### src/rtl/pscu_pkg.sv
`timescale 1ns / 1ps

package pscu_pkg;

  // Field widths of the channel words
  localparam int FIELD_W = 11;
  localparam int KIND_W  = 2;

  // Defaults
  localparam int DEF_MAX_ENTRIES = 1024;
  localparam int USED_RESET      = 1024;

  typedef enum logic [KIND_W-1:0] {
    KIND_LOAD  = 2'd0,
    KIND_SWAP  = 2'd1,
    KIND_QUERY = 2'd2,
    KIND_NONE  = 2'd3
  } kind_t;

  // Controller states
  typedef enum logic [4:0] {
    ST_IDLE,
    ST_DECODE,
    ST_LOAD,
    ST_SW_RDA,
    ST_SW_RDB,
    ST_SW_RDPA,
    ST_SW_RDPB,
    ST_SW_WRA,
    ST_SW_WRB,
    ST_LEAF_A,
    ST_LEAF_B,
    ST_UP_RD,
    ST_UP_WR,
    ST_Q_L,
    ST_Q_R,
    ST_Q_SH,
    ST_Q_OUT,
    ST_Q_BAD
  } state_t;

  // Datapath micro-operations
  typedef enum logic [4:0] {
    DP_CAPTURE,
    DP_DECODE,
    DP_LOAD,
    DP_SW_RDA,
    DP_SW_RDB,
    DP_SW_RDPA,
    DP_SW_RDPB,
    DP_SW_WRA,
    DP_SW_WRB,
    DP_LEAF_A,
    DP_LEAF_B,
    DP_UP_RD,
    DP_UP_WR,
    DP_Q_L,
    DP_Q_R,
    DP_Q_SH,
    DP_Q_OUT,
    DP_Q_BAD
  } dp_op_t;

  typedef struct packed {
    dp_op_t op;
  } dp_cmd_t;

  typedef struct packed {
    kind_t kind;
    logic  load_ok;
    logic  swap_ok;
    logic  query_ok;
    logic  top;
    logic  q_done;
    logic  out_free;
  } dp_sts_t;

endpackage

### src/rtl/pscu_ctrl.sv
`timescale 1ns / 1ps

module pscu_ctrl (
  input  logic              clk,
  input  logic              rst_n,
  input  logic              in_valid,
  output logic              in_ready,
  output pscu_pkg::dp_cmd_t cmd,
  input  pscu_pkg::dp_sts_t sts
);

  pscu_pkg::state_t state_r, state_nxt;
  logic             pend_b_r, pend_b_nxt;

  always_ff @(posedge clk) begin
    if (!rst_n) begin
      state_r  <= pscu_pkg::ST_IDLE;
      pend_b_r <= 1'b0;
    end else begin
      state_r  <= state_nxt;
      pend_b_r <= pend_b_nxt;
    end
  end

  // Next state
  always_comb begin
    state_nxt  = state_r;
    pend_b_nxt = pend_b_r;
    case (state_r)
      pscu_pkg::ST_IDLE: begin
        if (in_valid) state_nxt = pscu_pkg::ST_DECODE;
      end
      pscu_pkg::ST_DECODE: begin
        case (sts.kind)
          pscu_pkg::KIND_LOAD:
            state_nxt = sts.load_ok ? pscu_pkg::ST_LOAD : pscu_pkg::ST_IDLE;
          pscu_pkg::KIND_SWAP:
            state_nxt = sts.swap_ok ? pscu_pkg::ST_SW_RDA : pscu_pkg::ST_IDLE;
          pscu_pkg::KIND_QUERY:
            state_nxt = sts.query_ok ? pscu_pkg::ST_Q_L : pscu_pkg::ST_Q_BAD;
          default: state_nxt = pscu_pkg::ST_IDLE;
        endcase
      end
      pscu_pkg::ST_LOAD:    state_nxt = pscu_pkg::ST_UP_RD;
      pscu_pkg::ST_SW_RDA:  state_nxt = pscu_pkg::ST_SW_RDB;
      pscu_pkg::ST_SW_RDB:  state_nxt = pscu_pkg::ST_SW_RDPA;
      pscu_pkg::ST_SW_RDPA: state_nxt = pscu_pkg::ST_SW_RDPB;
      pscu_pkg::ST_SW_RDPB: state_nxt = pscu_pkg::ST_SW_WRA;
      pscu_pkg::ST_SW_WRA:  state_nxt = pscu_pkg::ST_SW_WRB;
      pscu_pkg::ST_SW_WRB:  state_nxt = pscu_pkg::ST_LEAF_A;
      pscu_pkg::ST_LEAF_A: begin
        state_nxt  = pscu_pkg::ST_UP_RD;
        pend_b_nxt = 1'b1;
      end
      pscu_pkg::ST_LEAF_B: begin
        state_nxt  = pscu_pkg::ST_UP_RD;
        pend_b_nxt = 1'b0;
      end
      pscu_pkg::ST_UP_RD: state_nxt = pscu_pkg::ST_UP_WR;
      pscu_pkg::ST_UP_WR: begin
        if (!sts.top)     state_nxt = pscu_pkg::ST_UP_RD;
        else if (pend_b_r) state_nxt = pscu_pkg::ST_LEAF_B;
        else              state_nxt = pscu_pkg::ST_IDLE;
      end
      pscu_pkg::ST_Q_L: state_nxt = sts.q_done ? pscu_pkg::ST_Q_OUT : pscu_pkg::ST_Q_R;
      pscu_pkg::ST_Q_R:  state_nxt = pscu_pkg::ST_Q_SH;
      pscu_pkg::ST_Q_SH: state_nxt = pscu_pkg::ST_Q_L;
      pscu_pkg::ST_Q_OUT, pscu_pkg::ST_Q_BAD: begin
        if (sts.out_free) state_nxt = pscu_pkg::ST_IDLE;
      end
      default: state_nxt = pscu_pkg::ST_IDLE;
    endcase
  end

  // Outputs: one datapath op per state
  always_comb begin
    in_ready = 1'b0;
    cmd.op   = pscu_pkg::DP_CAPTURE;
    case (state_r)
      pscu_pkg::ST_IDLE: begin
        in_ready = 1'b1;
        cmd.op   = pscu_pkg::DP_CAPTURE;
      end
      pscu_pkg::ST_DECODE:  cmd.op = pscu_pkg::DP_DECODE;
      pscu_pkg::ST_LOAD:    cmd.op = pscu_pkg::DP_LOAD;
      pscu_pkg::ST_SW_RDA:  cmd.op = pscu_pkg::DP_SW_RDA;
      pscu_pkg::ST_SW_RDB:  cmd.op = pscu_pkg::DP_SW_RDB;
      pscu_pkg::ST_SW_RDPA: cmd.op = pscu_pkg::DP_SW_RDPA;
      pscu_pkg::ST_SW_RDPB: cmd.op = pscu_pkg::DP_SW_RDPB;
      pscu_pkg::ST_SW_WRA:  cmd.op = pscu_pkg::DP_SW_WRA;
      pscu_pkg::ST_SW_WRB:  cmd.op = pscu_pkg::DP_SW_WRB;
      pscu_pkg::ST_LEAF_A:  cmd.op = pscu_pkg::DP_LEAF_A;
      pscu_pkg::ST_LEAF_B:  cmd.op = pscu_pkg::DP_LEAF_B;
      pscu_pkg::ST_UP_RD:   cmd.op = pscu_pkg::DP_UP_RD;
      pscu_pkg::ST_UP_WR:   cmd.op = pscu_pkg::DP_UP_WR;
      pscu_pkg::ST_Q_L:     cmd.op = pscu_pkg::DP_Q_L;
      pscu_pkg::ST_Q_R:     cmd.op = pscu_pkg::DP_Q_R;
      pscu_pkg::ST_Q_SH:    cmd.op = pscu_pkg::DP_Q_SH;
      pscu_pkg::ST_Q_OUT:   cmd.op = pscu_pkg::DP_Q_OUT;
      pscu_pkg::ST_Q_BAD:   cmd.op = pscu_pkg::DP_Q_BAD;
      default:              cmd.op = pscu_pkg::DP_CAPTURE;
    endcase
  end

endmodule

### config.mk
export PLATFORM = sky130hd
export DESIGN_NAME = pscu_ctrl
export DESIGN_NICKNAME = d
export VERILOG_FILES = /design/src/rtl/pscu_pkg.sv /design/src/rtl/pscu_ctrl.sv
export SDC_FILE = /design/constraint.sdc
export NUM_CORES = 1
export LEC_CHECK = 0
export ABC_AREA = 0
export BUFFER_PORTS_ARGS = -buffer_cell sky130_fd_sc_hd__buf_4
export CAP_MARGIN = 40
export CORE_AREA = 2 2 40 42
export DETAILED_ROUTE_END_ITERATION = 8
export DIE_AREA = 0 0 42 44
export HOLD_SLACK_MARGIN = 0.02
export PLACE_DENSITY = 0.72
export SYNTH_ARGS = -nofsm -noshare
export SYNTH_HDL_FRONTEND = slang
export SYNTH_SLANG_ARGS = --single-unit
### constraint.sdc
create_clock -name clk -period 1 [get_ports clk]
set_input_delay 0.25 -clock clk [delete_from_list [all_inputs] [get_ports clk]]
set_output_delay 0.25 -clock clk [all_outputs]
set_load 0.02 [all_outputs]
Yosys cells after proc, flatten, opt, wreduce, memory -nomap -nowiden
Index checks and enable logic that the tools add are counted.
{"block": "classes", "div": 0, "n_mul": 0, "reduce_logical": 6, "bitwise_logic": 0, "n_mux": 13, "n_lt_le_gt_ge": 0, "n_addsub": 0, "n_eq_ne": 21, "shift": 0}
{"op": "$pmux W5 S17", "count": 1}
{"op": "$pmux W5 S15", "count": 1}
{"op": "$eq A5 B4 Y1 const B", "count": 8}
{"op": "$eq A5 B3 Y1 const B", "count": 4}
{"op": "$mux W5", "count": 4}
{"op": "$pmux W5 S3", "count": 1}
{"op": "$eq A5 B2 Y1 const B", "count": 2}
{"op": "$eq A5 B5 Y1 const B", "count": 2}
{"op": "$mux W4", "count": 2}
{"op": "$eq A5 B1 Y1 const B", "count": 1}
{"op": "$logic_not A5 Y1", "count": 1}
{"op": "$mux W2", "count": 2}
{"op": "$ne A2 B2 Y1 const B", "count": 2}
{"op": "$reduce_or A3 Y1", "count": 1}
{"op": "$eq A2 B1 Y1 const B", "count": 1}
{"op": "$eq A2 B2 Y1 const B", "count": 1}
{"op": "$logic_not A2 Y1", "count": 1}
{"op": "$pmux W1 S2", "count": 1}
{"op": "$reduce_and A2 Y1", "count": 1}
{"op": "$reduce_bool A2 Y1", "count": 1}
{"op": "$reduce_or A2 Y1", "count": 1}
{"op": "$mux W1", "count": 1}
{"block": "totals", "latchBits": 0, "mem_bits_ro": 0, "mem_bits_rw": 0, "mem_count": 0, "regBits": 6, "inputBits": 11}

Logic depth before layout (Yosys ltp)
Gate-level depths: netlist (run 1).
{"block": "depth", "word_depth": 4, "depth_mapped": 5, "ltp_nobuf": 4}

Worst setup path after synthesis (run 1)
Ideal clock, no wire load.
{"block": "synth_timing", "kind": "register -> output", "start": "register state_r[4]", "end": "output in_ready", "stages_incl_launch_ff": 3, "required_ns": 0.750, "n_path_buf": 0, "slack_ns": -0.374, "t_arrival_ns": 1.124, "cell_sequence": "dfxtp_1 nor3_1 nor3b_1"}
{"block": "synth_via", "elab_chain_cells": 2}
{"item": "start, declared", "line": "pscu_ctrl.sv:12", "text": "pscu_pkg::state_t state_r, state_nxt;"}
{"item": "start signal, assigned", "line": "pscu_ctrl.sv:17", "text": "state_r <= pscu_pkg::ST_IDLE;"}
{"item": "start signal, assigned", "line": "pscu_ctrl.sv:20", "text": "state_r <= state_nxt;"}
{"item": "$logic_not A5 Y1", "line": "pscu_ctrl.sv:79", "text": "case (state_r)"}
{"item": "$mux W1", "line": "pscu_ctrl.sv:79"}
{"item": "end, declared", "line": "pscu_ctrl.sv:7", "text": "output logic in_ready,"}
No other way between the ends.

==> results of run 1 <==
critical path, stage by stage, from the launching register on:
cell	delay (ps)
dfxtp_4	390
buf_4	130
buf_6	120
nor2b_4	150
buf_6	120
layer usage:
| layer | vias up | wire (um) |
|---|---|---|
| li1 | 338 | - |
| met1 | 343 | 865 |
| met2 | 35 | 1160 |
| met3 | 10 | 120 |
| met4 | 0 | 82 |
| met5 | - | 0 |
cells in the final DEF (no fill, tap or decap), types with 2 or more instances in the layout:
cell type	n
dfxtp_4	4
clkbuf_4	3
nor2b_4	5
nand2_2	2
o31a_1	2
nand3b_1	2
o21ai_1	3
inv_1	2
nor3b_2	2
buf_6	14
o21a_1	2
nor3_4	3
nand2b_1	4
nor3b_4	2
nand2_1	3
buf_4	29
a21oi_1	5
flip-flops by register name, indices dropped and copies added, names as in the netlist:
register  flops
state_r       5
pend_b_r      1
cell type report:
class                           instances  area [um2]  area share
Tap cell                               16        20.0      0.0184
Sequential cell                         6         136       0.125
Timing Repair Buffer                   43         375       0.345
Clock buffer                            3        22.5      0.0207
Inverter                                3        11.3      0.0103
Multi-Input combinational cell         56         523       0.480
cells in the mapped netlist, drive strengths merged, types with 2 or more instances:
library cell	instances	area, um2
dfxtp	6	120
nand2	6	22.5
nor2b	6	45.0
a21oi	5	25.0
nor3	5	25.0
o21ai	5	28.8
buf	4	26.3
nand2b	4	25.0
nor3b	4	30.0
inv	3	11.3
nand3b	3	26.3
o21a	3	22.5
o31a	2	17.5
stage by stage:
stage	TNS (ps)	worst slack [ps]	utilization	instances	cell area [um2]
floorplan	-1400	-235	-	69	552
global placement	-2290	-255	0.547	112	776
detailed placement	-2460	-265	0.547	112	776
CTS	-2980	-383	0.683	122	968
global route	-4040	-454	0.767	127	1090
finish	-3600	-410	0.767	127	1090
report_power, final:
part           total, uW  switching [uW]  leakage [uW]  internal, uW
sequential           340            64.6     0.0000522           276
clock                221            85.4     0.0000138           136
combinational        955             434      0.000431           520
how the worst min path moves through the flow:
stage | cells past startpoint | startpoint | end | slack [ps]
after detailed placement | 2 | pend_b_r$_SDFFE_PN0P_ | pend_b_r$_SDFFE_PN0P_ | 470
after floorplan | 1 | rst_n | state_r[4]$_SDFFE_PN0P_ | 370
after global placement | 2 | pend_b_r$_SDFFE_PN0P_ | pend_b_r$_SDFFE_PN0P_ | 460
after CTS | 2 | rst_n | state_r[4]$_SDFFE_PN0P_ | 260
final | 2 | rst_n | state_r[4]$_SDFFE_PN0P_ | 270
after global routing | 2 | rst_n | state_r[4]$_SDFFE_PN0P_ | 280
logic make-up (layout without fill, tap and decap cells):
family | Yosys count | in the layout | share of synthesized area
DFF | 6 | 6 | 0.231
and+or+nand+nor | 32 | 32 | 0.378
AOI/OAI and AO/OA | 22 | 22 | 0.282
buffers and inverters | 7 | 49 | 0.0723
muxes | 1 | 1 | 0.0193
xor gates and xnor gates | 1 | 1 | 0.0169
what timing repair did:
| item | 4_1_cts | 5_1_grt |
|---|---|---|
| hold buffers | 0 | 0 |
| pin swaps | 11 | 10 |
| resized for setup | 32 | 18 |
| setup buffers | 7 | 6 |
| setup endpoints to repair | 12 | 12 |
==> reports/qor.csv, run 1 <==
stage;metric;value;unit
clocking;H-tree lvl count;1;
drt;DRT Pass-1 Iters;4;
critical_path;Worst R2R Path Depth;6;
clocking;clock-pin slew on the worst setup and hold paths;50;ps
clocking;clk root buf;clkbuf_4;
timing;Worst slew margin;0.823;
timing;Final setup viols;12;
timing;fmax;709;MHz
critical_path;R2R Path Start;state_r[2]$_SDFFE_PN0P_;
floorplanning;Core Area;1420;um2
grt;GR Layer Usage met1;0.260;
grt;aggregate global-route resource usage;0.231;
floorplanning;Die Width;42;um
grt;global-route wire length before repair;3.22;mm
critical_path;worst setup path endpoint;cmd[1];
synthesis;Mean Syn Cell Area;7.53;um2
timing;Fin Clk Skew;6.72;ps
synthesis;Cells after Synth;69;
clocking;CTS max path bufs;2;
drt;wire per inst;17.6;um
floorplanning;FP Rows;14;
drt;Routed Wire Length;2.23;mm
clocking;Skew-Pair Late Insertion Delay;240;ps
timing;Least-Margin Pin Slew;265;ps
grt;largest net degree at the start of global routing;8;
floorplanning;total die area;1850;um2
pwr;worst vdd ir;1.36;mV
clocking;CTS buffer count;3;
grt;GRT Max-Usage Layer;met2;
timing;Slew Viols, Final;0;
timing;hold slack;274;ps
critical_path;reg2reg end;state_r[1]$_SDFFE_PN0P_;
floorplanning;starting density of the core;0.366;
hold_path;hold crit path type;in -> reg;
synthesis;Yosys warning count;0;
drt;final antenna-violating net count;0;
final_layout;area grow syn2layout;110;%
placement;Routability Congestion;0.827;
critical_path;CP Launch Point;state_r[1]$_SDFFE_PN0P_;
pwr;P per Cell Area;1390;nW/um2
run_status;outcome;finished, violations left;
run_status;failing checks;setup timing;
clocking;CTS tree;yes;
clocking;clk sink count;6;
synthesis;post-synthesis net count;80;
synthesis;sequential area share after synthesis;0.231;
final_layout;share of post-route cells with drive strength above 1;0.676;
synthesis;flops & latches, synth;6;
pwr;Static Leak;0.000497;uW
final_layout;Net count, final;124;
floorplanning;io pins;17;
placement;port buffer count;16;
timing;minimum clock period after layout;1410;ps
synthesis;Post-Syn Area;519;um2
drt;DRT iter0 DRCs;17;
grt;number of global-route vias before repair;730;
timing;final period utilization;1.41;
synthesis;Cell variety after synth;31;
run;MaxCap Viol Count;0;
critical_path;R2R setup slack;-350;ps
synthesis;Synth Flop Type;dfxtp_1;
critical_path;Setup crit end kind;primary output;
drt;DR vias;726;
floorplanning;Die H;44;um
timing;endpoints failing hold;0;
grt;GR Util met3;0.0417;
placement;post-detail-place hpwl;1.13;mm
critical_path;critical path data required time;750;ps
critical_path;CP arrival;1160;ps
pwr;total power draw;1520;uW
critical_path;CP Class;reg -> out;
timing;final setup margin;-410;ps
synthesis;asr flop ratio synth;0;
critical_path;startpoint types;flip-flop;
drt;routed vias/inst;5.72;
drt;DRC violations left;0;
timing;RSZ-0062 raised after global routing;true;
critical_path;CP max FO;5;
grt;initial antenna violation count;0;
grt;gr ovfl total;0;
synthesis;Post-synth EDFFs;0;
grt;met2 global-route usage;0.422;
final_layout;antenna diode count;0;
final_layout;fillers;91;
(Power assumes the default switching activity.)
==> run 2: changes to the inputs <==
--- a/config.mk
+++ b/config.mk
@@ -12,7 +12,7 @@
 export DETAILED_ROUTE_END_ITERATION = 8
 export DIE_AREA = 0 0 42 44
 export HOLD_SLACK_MARGIN = 0.02
-export PLACE_DENSITY = 0.72
+export SETUP_SLACK_MARGIN = 0.4
 export SYNTH_ARGS = -nofsm -noshare
 export SYNTH_HDL_FRONTEND = slang
 export SYNTH_SLANG_ARGS = --single-unit
==> run 2 against run 1 <==
  * The run still ends with setup timing left
  * Register-to-register slack better by 30 ps
  * Worst hold slack got worse by 9.1 ps
  * Non-clock buffer count rose by 2
  * Final area is 5.2% lower
  * Setup slack better by 22 ps
  * Via count is 3.2% lower
  * Maximum frequency rose by 1.6%
  * Flip-flop and latch count did not move
  * Critical path type unchanged
  * Largest power group unchanged
==> reports/qor.csv, run 2 (synthesized netlist as in run 1, its figures left out) <==
stage;metric;value;unit
final_layout;fin util;0.728;
timing;Least-Margin Pin Slew;217;ps
timing;Worst slew margin;0.854;
clocking;CTS max path bufs;2;
timing;final period utilization;1.39;
timing;minimum clock period after layout;1390;ps
run;MaxCap Viol Count;0;
placement;Routability Congestion;0.831;
final_layout;leading cell type in the layout, fill and taps excluded;buf_4;
final_layout;most frequent cells in the layout;buf_4 (36), buf_6 (9), nand2_1 (5);
clocking;hold-fix buffers at CTS;0;
run_status;failing checks;setup timing;
grt;initial antenna violation count;0;
final_layout;biggest regs;state_r x5, pend_b_r x1;
critical_path;critical path data required time;750;ps
timing;hold slack;265;ps
critical_path;Crit path largest cell delay;370;ps
grt;gr ovfl total;0;
clocking;Skew-Pair Late Insertion Delay;250;ps
drt;DRC violations left;0;
clocking;CTS tree;yes;
timing;Final setup viols;12;
clocking;clock-pin slew on the worst setup and hold paths;50;ps
grt;number of global-route vias before repair;692;
critical_path;CP Cell Sequence;nor3_4 > nor3b_2 > buf_4;
floorplanning;Core Area;1420;um2
grt;aggregate global-route resource usage;0.216;
placement;post-detail-place hpwl;1.20;mm
drt;final antenna-violating net count;0;
grt;GR Util met3;0.0292;
critical_path;R2R setup slack;-320;ps
pwr;P per Cell Area;1390;nW/um2
run_status;outcome;finished, violations left;
floorplanning;starting density of the core;0.366;
grt;GRT Max-Usage Layer;met2;
drt;DR vias;703;
timing;endpoints failing hold;0;
final_layout;Largest register FFs;5;
clocking;CTS buffer count;3;
clocking;clk root buf;clkbuf_4;
critical_path;Worst R2R Path Depth;7;
floorplanning;Die Width;42;um
grt;global-route wire length before repair;2.97;mm
drt;DRT Pass-1 Iters;4;
critical_path;CP max FO;4;
hold_path;Cells on Worst Hold Path;2;
hold_path;hold_sp;rst_n;
placement;port buffer count;16;
drt;routed vias/inst;5.41;
drt;Routed Wire Length;1.90;mm
final_layout;fillers;104;
timing;Slew Viols, Final;0;
grt;met2 global-route usage;0.394;
final_layout;area grow syn2layout;98.8;%
floorplanning;FP Rows;14;
clocking;clk sink count;6;
timing;fmax;720;MHz
timing;final setup margin;-389;ps
critical_path;Setup crit end kind;primary output;
drt;DRT iter0 DRCs;7;
pwr;Static Leak;0.000490;uW
critical_path;CP arrival;1140;ps
timing;RSZ-0062 raised after global routing;true;
drt;wire per inst;14.6;um
critical_path;startpoint types;flip-flop;
critical_path;CP Class;reg -> out;
hold_path;hold crit path type;in -> reg;
critical_path;R2R Path Start;state_r[2]$_SDFFE_PN0P_;
final_layout;share of post-route cells with drive strength above 1;0.623;
final_layout;antenna diode count;0;
timing;Fin Clk Skew;10.2;ps
final_layout;Net count, final;126;
floorplanning;Die H;44;um
critical_path;CP max-delay cell;dfxtp_4;
floorplanning;io pins;17;
floorplanning;total die area;1850;um2
grt;GR Layer Usage met1;0.259;
final_layout;Largest Register;state_r;
critical_path;reg2reg end;state_r[3]$_SDFFE_PN0P_;
grt;largest net degree at the start of global routing;8;
clocking;H-tree lvl count;1;
hold_path;Hold Crit Endpoint;state_r[4]$_SDFFE_PN0P_;
pwr;worst vdd ir;0.811;mV
==> run 2: cell types whose count changed in the layout (fill, tap and decap cells not counted), sizes merged <==
cell    before  now
buf         43   45
clkbuf       3    4
==> run 2: how the worst max path moves through the flow <==
stage                            startpoint                      end  slack [ps]  cells after the start
floorplan           state_r[3]$_SDFFE_PN0P_  state_r[0]$_SDFFE_PN0P_        -230                      5
global placement    state_r[0]$_SDFFE_PN0P_  state_r[3]$_SDFFE_PN0P_        -270                      5
detailed placement  state_r[4]$_SDFFE_PN0P_                 in_ready        -300                      3
CTS                 state_r[2]$_SDFFE_PN0P_                 in_ready        -400                      3
global route        state_r[1]$_SDFFE_PN0P_                 in_ready        -470                      3
finish              state_r[2]$_SDFFE_PN0P_                 in_ready        -390                      3
==> run 2: routing by layer <==
layer,part of all wire,routed length (um),vias to the layer above
li1,-,-,342
met1,0.41,775,325
met2,0.51,966,30
met3,0.068,129,6
met4,0.014,27,0
met5,0,0,-
==> run 2: final cells by class <==
cell class	instances	area (um2)	area share
inverters	3	11.3	0.0109
well taps	16	20.0	0.0194
multi-input cells	56	468	0.453
flip-flops and latches	6	135	0.131
clock buffers	4	26.3	0.0255
repair buffers	45	372	0.360
==> run 2: repair_timing <==
item                                    CTS  global route
resized for setup                        26             6
pin swaps                                 5             3
endpoints found under the setup margin   12            12
setup buffers                            10             0
==> run 2: power by group <==
group          switching, uW  total, uW  internal (uW)
Clock                   90.7        242            151
Combinational            390        867            478
Sequential              48.3        321            273
Total                    529       1430            902
==> run 2: critical path: cells and delay by family, from the launching register on <==
kind	cells	cell delay, ps
DFF	1	370
and+or+nand+nor	2	360
buffers and inverters	1	160
==> run 2: through the flow <==
| step | total power [uW] | TNS (ps) | worst slack [ps] | instance area [um2] | cells |
|---|---|---|---|---|---|
| final | 1430 | -3370 | -389 | 1030 | 130 |
| after global routing | 1520 | -4090 | -469 | 1030 | 130 |
| after CTS | 1380 | -3340 | -404 | 1000 | 130 |
| after detailed placement | 964 | -2330 | -298 | 808 | 116 |
| after global placement | 960 | -2130 | -271 | 808 | 116 |
| after floorplan | 677 | -1400 | -235 | 558 | 69 |
